===== src/uart_transaction_frame_timer_unit_macros.svh =====
// assertion helpers shared by the frame timer rtl
`ifndef UART_TRANSACTION_FRAME_TIMER_UNIT_MACROS_SVH
`define UART_TRANSACTION_FRAME_TIMER_UNIT_MACROS_SVH

// same-cycle implication
`define UTTF_ASSERT_NOW(label, clk, rst_n, ante, cons) \
    label: assert property (@(posedge clk) disable iff (!rst_n) (ante) |-> (cons)) \
        else $error("uttf assertion failed");

// next-cycle implication
`define UTTF_ASSERT_NEXT(label, clk, rst_n, ante, cons) \
    label: assert property (@(posedge clk) disable iff (!rst_n) (ante) |=> (cons)) \
        else $error("uttf assertion failed");

`endif


===== src/uttf_pkg.sv =====
`default_nettype none
package uttf_pkg;

    localparam int INPUT_TDATA_W  = 32;
    localparam int OUTPUT_TDATA_W = 48;
    localparam int CFG_INDEX_W    = 8;
    localparam int CFG_DATA_W     = 16;

    localparam logic [CFG_INDEX_W-1:0] CFG_IDX_RESPONSE_TIMEOUT = 8'd0;
    localparam logic [CFG_INDEX_W-1:0] CFG_IDX_GAP              = 8'd1;

    localparam logic [15:0] RESPONSE_TIMEOUT_RESET = 16'd1000;
    localparam logic [15:0] GAP_TICKS_RESET        = 16'd10;

    typedef enum logic [2:0] {
        OP_TICK   = 3'd0,
        OP_RX     = 3'd1,
        OP_TXDONE = 3'd2,
        OP_SEND   = 3'd3,
        OP_HDONE  = 3'd4,
        OP_READ   = 3'd5
    } op_t;

    typedef enum logic [2:0] {
        PH_IDLE = 3'b001,
        PH_WAIT = 3'b010,
        PH_RECV = 3'b100
    } phase_t;

    typedef struct packed {
        logic        busy_res;
        logic        frame_ready;
        logic        timed_out;
        logic [8:0]  byte_count;
        logic [15:0] timeout_total;
        logic        tx_start;
        logic [8:0]  tx_length;
        logic        overflow;
    } ctrl_result_t;

endpackage
`default_nettype wire


===== src/uttf_ctrl.sv =====
`default_nettype none
module uttf_ctrl #(
    parameter int BUFFER_BYTES = 256,
    parameter int COUNT_W      = 9
) (
    input  wire logic                              aclk,
    input  wire logic                              aresetn,
    input  wire logic                              cfg_wr_en,
    input  wire logic [uttf_pkg::CFG_INDEX_W-1:0]  cfg_index,
    input  wire logic [uttf_pkg::CFG_DATA_W-1:0]   cfg_wdata,
    input  wire logic                              accept,
    input  wire uttf_pkg::op_t                     operation,
    input  wire logic [8:0]                        send_length,
    output logic [COUNT_W-1:0]                     count_q,
    output logic                                   store_wr,
    output uttf_pkg::ctrl_result_t                 result
);
    import uttf_pkg::*;

    logic [15:0]        rto_reg, gap_lim_reg;
    phase_t             phase_reg, phase_next;
    logic [15:0]        rt_reg, rt_next, gt_reg, gt_next;
    logic               tp_reg, tp_next, gp_reg, gp_next;
    logic               ready_reg, ready_next, error_reg, error_next;
    logic [COUNT_W-1:0] count_reg, count_next;
    logic [15:0]        total_reg, total_next;
    logic               ovf_reg, ovf_next;
    logic [15:0]        rt_inc, gt_inc;
    logic               started;
    logic [31:0]        len_sat;

    assign rt_inc  = rt_reg + 16'd1;
    assign gt_inc  = gt_reg + 16'd1;
    assign len_sat = (32'(send_length) > BUFFER_BYTES) ? 32'(BUFFER_BYTES)
                                                       : 32'(send_length);

    always_comb begin
        phase_next = phase_reg;
        rt_next    = rt_reg;
        gt_next    = gt_reg;
        tp_next    = tp_reg;
        gp_next    = gp_reg;
        ready_next = ready_reg;
        error_next = error_reg;
        count_next = count_reg;
        total_next = total_reg;
        ovf_next   = ovf_reg;
        started    = 1'b0;
        store_wr   = 1'b0;
        case (operation)
            OP_TICK: begin
                if (phase_reg != PH_IDLE) begin
                    rt_next = rt_inc;
                    if (rt_inc >= rto_reg) begin
                        rt_next = '0;
                        tp_next = 1'b1;
                    end
                end
                if (phase_reg == PH_RECV) begin
                    gt_next = gt_inc;
                    if (gt_inc >= gap_lim_reg) begin
                        gt_next = '0;
                        gp_next = 1'b1;
                    end
                end
                if (phase_reg == PH_RECV && gp_next) begin
                    gp_next    = 1'b0;
                    ready_next = 1'b1;
                    phase_next = PH_IDLE;
                end
                if (phase_reg != PH_IDLE && tp_next) begin
                    total_next = total_reg + 16'd1;
                    ready_next = 1'b1;
                    error_next = 1'b1;
                    count_next = '0;
                    phase_next = PH_IDLE;
                end
            end
            OP_RX: begin
                if (32'(count_reg) < BUFFER_BYTES) begin
                    store_wr   = 1'b1;
                    count_next = count_reg + COUNT_W'(1);
                end else begin
                    ovf_next = 1'b1;
                end
                gt_next    = '0;
                phase_next = PH_RECV;
            end
            OP_TXDONE: begin
                phase_next = PH_WAIT;
            end
            OP_SEND: begin
                if (phase_reg == PH_IDLE) begin
                    count_next = '0;
                    ovf_next   = 1'b0;
                    rt_next    = '0;
                    gt_next    = '0;
                    tp_next    = 1'b0;
                    gp_next    = 1'b0;
                    error_next = 1'b0;
                    ready_next = 1'b0;
                    phase_next = PH_WAIT;
                    started    = 1'b1;
                end
            end
            OP_HDONE: begin
                ready_next = 1'b0;
                phase_next = PH_IDLE;
            end
            OP_READ: begin
            end
            default: begin
            end
        endcase
    end

    always_ff @(posedge aclk) begin
        if (!aresetn) begin
            rto_reg     <= RESPONSE_TIMEOUT_RESET;
            gap_lim_reg <= GAP_TICKS_RESET;
        end else if (cfg_wr_en) begin
            if (cfg_index == CFG_IDX_RESPONSE_TIMEOUT) begin
                rto_reg <= cfg_wdata;
            end else if (cfg_index == CFG_IDX_GAP) begin
                gap_lim_reg <= cfg_wdata;
            end
        end
    end

    always_ff @(posedge aclk) begin
        if (!aresetn) begin
            phase_reg <= PH_IDLE;
            rt_reg    <= '0;
            gt_reg    <= '0;
            tp_reg    <= 1'b0;
            gp_reg    <= 1'b0;
            ready_reg <= 1'b0;
            error_reg <= 1'b0;
            count_reg <= '0;
            total_reg <= '0;
            ovf_reg   <= 1'b0;
        end else if (accept) begin
            phase_reg <= phase_next;
            rt_reg    <= rt_next;
            gt_reg    <= gt_next;
            tp_reg    <= tp_next;
            gp_reg    <= gp_next;
            ready_reg <= ready_next;
            error_reg <= error_next;
            count_reg <= count_next;
            total_reg <= total_next;
            ovf_reg   <= ovf_next;
        end
    end

    assign count_q = count_reg;

    always_comb begin
        result.busy_res      = (phase_next != PH_IDLE);
        result.frame_ready   = ready_next;
        result.timed_out     = error_next;
        result.byte_count    = 9'(count_next);
        result.timeout_total = total_next;
        result.tx_start      = started;
        result.tx_length     = started ? 9'(len_sat) : 9'd0;
        result.overflow      = ovf_next;
    end

endmodule
`default_nettype wire


===== src/uart_transaction_frame_timer_unit.sv =====
// an input transfer's result is registered in the p stage and then in the output register before it is offered
// throughput: one item per cycle while the output is not stalled; a stalled result still lets one more item in
// the control state updates at the input transfer, the store read is registered
// reset clears phase, timers, flags, counters and limits to 1000 and 10 ticks
// receive store contents are not cleared; only entries below byte_count are read
`default_nettype none
`include "uart_transaction_frame_timer_unit_macros.svh"
module uart_transaction_frame_timer_unit #(
    parameter int BUFFER_BYTES = 256
) (
    input  wire logic                                 aclk,
    input  wire logic                                 aresetn,
    input  wire logic                                 cfg_wr_en,
    input  wire logic [uttf_pkg::CFG_INDEX_W-1:0]     cfg_index,
    input  wire logic [uttf_pkg::CFG_DATA_W-1:0]      cfg_wdata,
    input  wire logic                                 s_tvalid,
    output logic                                      s_tready,
    // operation[2:0], data_byte[10:3], send_length[19:11], read_index[27:20]
    input  wire logic [uttf_pkg::INPUT_TDATA_W-1:0]   s_tdata,
    output logic                                      m_tvalid,
    input  wire logic                                 m_tready,
    // busy_res[0], frame_ready[1], timed_out[2], byte_count[11:3],
    // timeout_total[27:12], tx_start[28], tx_length[37:29], read_data[45:38],
    // overflow[46]
    output logic [uttf_pkg::OUTPUT_TDATA_W-1:0]       m_tdata
);
    import uttf_pkg::*;

    localparam int ADDR_W  = (BUFFER_BYTES > 1) ? $clog2(BUFFER_BYTES) : 1;
    localparam int COUNT_W = $clog2(BUFFER_BYTES + 1);

    logic               accept;
    op_t                in_op;
    logic [7:0]         in_byte;
    logic [8:0]         in_len;
    logic [7:0]         in_idx;
    logic [COUNT_W-1:0] count_q;
    logic               store_wr;
    ctrl_result_t       ctrl_res;
    logic               rd_en;

    logic [7:0]         store_mem [BUFFER_BYTES];
    logic [7:0]         rd_q_reg;

    logic               p_valid_reg;
    ctrl_result_t       p_res_reg;
    logic               p_rd_en_reg;
    logic               p_advance;

    logic               out_valid_reg;
    logic [OUTPUT_TDATA_W-1:0] out_data_reg;
    logic [7:0]         p_read_data;

    assign in_op   = op_t'(s_tdata[2:0]);
    assign in_byte = s_tdata[10:3];
    assign in_len  = s_tdata[19:11];
    assign in_idx  = s_tdata[27:20];

    assign p_advance = p_valid_reg && (!out_valid_reg || m_tready);
    assign s_tready  = !p_valid_reg || p_advance;
    assign accept    = s_tvalid && s_tready;

    uttf_ctrl #(
        .BUFFER_BYTES(BUFFER_BYTES),
        .COUNT_W     (COUNT_W)
    ) u_ctrl (
        .aclk       (aclk),
        .aresetn    (aresetn),
        .cfg_wr_en  (cfg_wr_en),
        .cfg_index  (cfg_index),
        .cfg_wdata  (cfg_wdata),
        .accept     (accept),
        .operation  (in_op),
        .send_length(in_len),
        .count_q    (count_q),
        .store_wr   (store_wr),
        .result     (ctrl_res)
    );

    assign rd_en = (in_op == OP_READ) && (32'(in_idx) < 32'(count_q))
                   && (32'(in_idx) < BUFFER_BYTES);

    always_ff @(posedge aclk) begin
        if (accept && store_wr) begin
            store_mem[count_q[ADDR_W-1:0]] <= in_byte;
        end
        if (accept) begin
            rd_q_reg <= store_mem[ADDR_W'(in_idx)];
        end
    end

    always_ff @(posedge aclk) begin
        if (!aresetn) begin
            p_valid_reg <= 1'b0;
        end else if (accept) begin
            p_valid_reg <= 1'b1;
        end else if (p_advance) begin
            p_valid_reg <= 1'b0;
        end
    end

    always_ff @(posedge aclk) begin
        if (accept) begin
            p_res_reg   <= ctrl_res;
            p_rd_en_reg <= rd_en;
        end
    end

    assign p_read_data = p_rd_en_reg ? rd_q_reg : 8'd0;

    always_ff @(posedge aclk) begin
        if (!aresetn) begin
            out_valid_reg <= 1'b0;
        end else if (!out_valid_reg || m_tready) begin
            out_valid_reg <= p_valid_reg;
        end
    end

    always_ff @(posedge aclk) begin
        if (p_advance) begin
            out_data_reg <= {1'b0,
                             p_res_reg.overflow,
                             p_read_data,
                             p_res_reg.tx_length,
                             p_res_reg.tx_start,
                             p_res_reg.timeout_total,
                             p_res_reg.byte_count,
                             p_res_reg.timed_out,
                             p_res_reg.frame_ready,
                             p_res_reg.busy_res};
        end
    end

    assign m_tvalid = out_valid_reg;
    assign m_tdata  = out_data_reg;

    `UTTF_ASSERT_NOW(a_full_blocks_input, aclk, aresetn,
        p_valid_reg && out_valid_reg && !m_tready, !s_tready)
    `UTTF_ASSERT_NEXT(a_accept_fills_stage, aclk, aresetn,
        accept, p_valid_reg)
    `UTTF_ASSERT_NOW(a_start_means_busy, aclk, aresetn,
        m_tvalid && m_tdata[28], m_tdata[0] && (32'(m_tdata[37:29]) <= BUFFER_BYTES))

endmodule
`default_nettype wire

===== config.mk =====
export PLATFORM = sky130hd
export DESIGN_NAME = uart_transaction_frame_timer_unit
export DESIGN_NICKNAME = d
export VERILOG_FILES = /design/src/uttf_pkg.sv /design/src/uttf_ctrl.sv /design/src/uart_transaction_frame_timer_unit.sv
export VERILOG_INCLUDE_DIRS = /design/src /design/src/src
export SDC_FILE = /design/constraint.sdc
export NUM_CORES = 2
export LEC_CHECK = 0
export BUFFER_PORTS_ARGS = -buffer_cell sky130_fd_sc_hd__buf_2
export CAP_MARGIN = 25
export CORE_MARGIN = 1
export CORE_UTILIZATION = 49
export DETAILED_ROUTE_END_ITERATION = 10
export HOLD_SLACK_MARGIN = 0.02
export PLACE_DENSITY = 0.69
export SLEW_MARGIN = 0
export SYNTH_ARGS = -nofsm -noshare
export SYNTH_HDL_FRONTEND = slang
export SYNTH_HIERARCHICAL = 1
export SYNTH_SLANG_ARGS = --single-unit

===== constraint.sdc =====
create_clock -name aclk -period 4.3 [get_ports aclk]
set_clock_uncertainty 0.05 [all_clocks]
set_input_delay 0.215 -clock aclk [delete_from_list [all_inputs] [get_ports aclk]]
set_output_delay 0.215 -clock aclk [all_outputs]
set_load 0.02 [all_outputs]

==> impl_metrics.yaml <==
cts:
  post_cts_buffers: 0
  cts_root_buffer: "clkbuf_16"
  htreeDepth: 4
  cts_tree: "built"
  cts_made_buffers: 215
  cts.path.max_buffers: 3
  cts.clk_slew.worst_paths_ps: 60
  cts_sinks: 2242
  insertion_delay_ps: 850
synthesis:
  synth_ff_type: "edfxtp_1"
  ys_types: 66
  yosys.area_share.adder_pct: 0.608
  synth_top_family_by_area: "multiplexers"
  synth_compound_area_share_pct: 2.99
  yosys.area_share.xor_xnor_pct: 0.436
  muxShareOfSynthArea_pct: 15.4
  yosys-top-cells-area: "edfxtp_1, mux4_2, dfxtp_1"
  ys_seq_area_share_pct: 75.0
  syn_avg_cell_area_sq_um: 19.9
  ys_warn_count: 6
  synthCells: 4456
  syn_nets: 4560
  netlist_area_sq_um: 88500
  synth_top_cell_area_share_pct: 72.7
  async_flop_share_pct: 0
  synth_simple_gate_area_share_pct: 3.82
  synth_edf_count: 2143
  yosysTopAreaCell: "edfxtp_1"
  ys_ff_latch: 2242
setup_path:
  endpoint_kind: "flop"
  crit_buf_inv: 1
  critPathLaunchType: "flop"
  path_class: "reg2reg"
  crit_fanout: 39
  cp.arrival_ps: 4650
  slowest_delay_ps: 620
  crit_family: "simple AND/OR/NAND/NOR gates"
  critPathRequiredTime_ps: 4850
  crit_chain: "ha_1 -> nand2_1 -> nor3_2 -> and3_1 -> nand3_1 -> xnor2_1 -> ha_1 -> nand4_1 -> nor3_1 -> or4_1 -> nor4_4 -> buf_12 -> nor2_1 -> mux2_2"
  crit_slowest_cell: "or4_1"
  critPathMostFrequentCell: "ha_1"
routing:
  via_per_inst: 6.04
  wl_um: 207000
  post_drt_wl_per_cell_um: 27.5
  vias: 45400
  drt-initial-drc-count: 5452
  drcViolationCount: 0
  drt_first_pass_iters: 5
  ant_nets: 0
place:
  placed_area_sq_um: 94200
  hpwl_um: 125000
  portBuffers: 105
  gp_congestion: 0.851
  dpl_worst_slack_ps: 64.8
floorplanning:
  core.rowCount: 155
  dieArea_sq_um: 182000
  num_io_pins: 111
  core-area_sq_um: 179000
  die_height_um: 427
  die_x_um: 427
  start_util_pct: 49.5
run_status:
  outcome: "completed"
timing:
  fin_tns_setup_ps: 0
  fin_crit_sh_pct: 95.2
  setup_ws_ps: 206
  max_slew_margin_pct: 29.1
  worstMarginPinSlew_ps: 1060
  drv_slew: 0
  hold_ws_ps: 36.6
  hold_viol: 0
  max_clock_freq_mhz: 244
  finalSetupViolCount: 0
  fin_crit_ps: 4090
  rsz0062_at_grt: "no"
power_and_ir_drop:
  p_per_area_nw_per_um2: 434
  power_mw: 44.1
  power.leakage_nw: 32.8
  vdd_drop_max_uv: 460
finish:
  final_common_cell: "edfxtp_1"
  layout-drive-gt1-share_pct: 26.8
  nets: 5090
  design_area_sq_um: 102000
  final_cell_mix: "edfxtp_1, mux4_2, buf_4, nor2_1, clkbuf_16"
  syn2layout_area_growth_pct: 14.8
  largest_register_ffs: 2048
  fillers: 13100
global_routing:
  track_usage_pct: 22.9
  grt_max_degree: 158
  grt_pass1_wl_um: 305000
  grt_pass1_vias: 45100
  overflow: 0
  antenna_found_initial: 8
min_path:
  hold_class: "in2reg"
job:
  cap_violations: 0
-- worst register-to-register path, cell delays in order, from the launching register on --
cell and delay, ps:
dfxtp_1 420, ha_1 290, nand2_1 120, nor3_2 240, and3_1 250, nand3_1 140, xnor2_1 220, ha_1 260
nand4_1 140, nor3_1 80, or4_1 620, nor4_4 310, buf_12 240, nor2_1 140, mux2_2 320
-- timing repair --
| item | in CTS | in global routing |
|---|---|---|
| hold buffers | 56 | 2 |
| endpoints found under the setup margin | 0 | 30 |
| endpoints found under the hold margin | 570 | 86 |
| gates resized for setup | 0 | 5 |
-- where the power goes --
part	total, mW	internal [mW]	leakage (nW)	switching [mW]
logic	2.06	0.780	9.43	1.28
clock network	18.0	10.0	3.26	7.97
registers	24.0	24.0	20.1	0.0250
total	44.1	34.8	32.8	9.28
-- path summary, 6_finish.rpt --
check             depth (start not counted)           endpoint        startpoint  slack, ps
setup / recovery                         14      p_res_reg[12]  u_ctrl/rt_reg[0]        210
hold / removal                            1  store_mem[106][1]        s_tdata[4]         40
setup reg to reg                         14      p_res_reg[12]  u_ctrl/rt_reg[0]        210
hold reg to reg                           0         m_tdata[7]     p_res_reg[31]        370
-- metrics by stage --
step	util, %	cells
floorplan	-	4456
global placement	52.7	7061
detailed placement	52.7	7064
CTS	56.8	7519
global route	56.8	7523
finish	56.8	7524
-- kinds of logic (layout without fill, tap and decap cells) --
group	after synthesis	count (layout)
DFF	2242	2242
and+or+nand+nor	732	732
muxes	690	690
AOI/OAI and AO/OA	394	394
buffers and inverters	310	1022
xor gates and xnor gates	44	44
adders and majority gates	43	43
other	1	2
-- cell usage after synthesis, drive strengths merged, types with 8 or more instances --
| cell type | number |
|---|---|
| a211oi | 18 |
| a21oi | 81 |
| a22oi | 81 |
| a311oi | 14 |
| a31oi | 35 |
| and2 | 27 |
| and3 | 13 |
| buf | 113 |
| clkbuf | 145 |
| dfxtp | 99 |
| edfxtp | 2143 |
| ha | 43 |
| inv | 51 |
| mux2 | 17 |
| mux2i | 137 |
| mux4 | 536 |
| nand2 | 116 |
| nand2b | 22 |
| nand3 | 70 |
| nand3b | 15 |
| nand4 | 34 |
| nor2 | 345 |
| nor2b | 15 |
| nor3 | 28 |
| nor4 | 16 |
| o21ai | 45 |
| o221ai | 16 |
| o22ai | 43 |
| o311ai | 8 |
| or3 | 13 |
| xnor2 | 23 |
| xor2 | 21 |
-- final cells by class --
| class | count | area [sq um] | share of cell area (%) |
|---|---|---|---|
| inverters | 52 | 195 | 0.192 |
| diodes | 1 | 2.50 | 0.00246 |
| well taps | 2355 | 2950 | 2.90 |
| flip-flops and latches | 2242 | 66300 | 65.3 |
| multi-input cells | 1904 | 20700 | 20.4 |
| repair buffers | 571 | 4740 | 4.66 |
| clock buffers | 276 | 5710 | 5.62 |
| clock inverters | 123 | 985 | 0.969 |
-- per-layer routing --
| metal | vias up | global-route usage [%] | routed length (um) |
|---|---|---|---|
| met2 | 2000 | 36.3 | 100000 |
| met5 | - | 0 | 61 |
| met1 | 23700 | 32.7 | 84800 |
| met3 | 314 | 4.26 | 17200 |
| li1 | 19400 | - | - |
| met4 | 8 | 6.67 | 5070 |
Note: power is estimated with default switching activity, not from simulation.
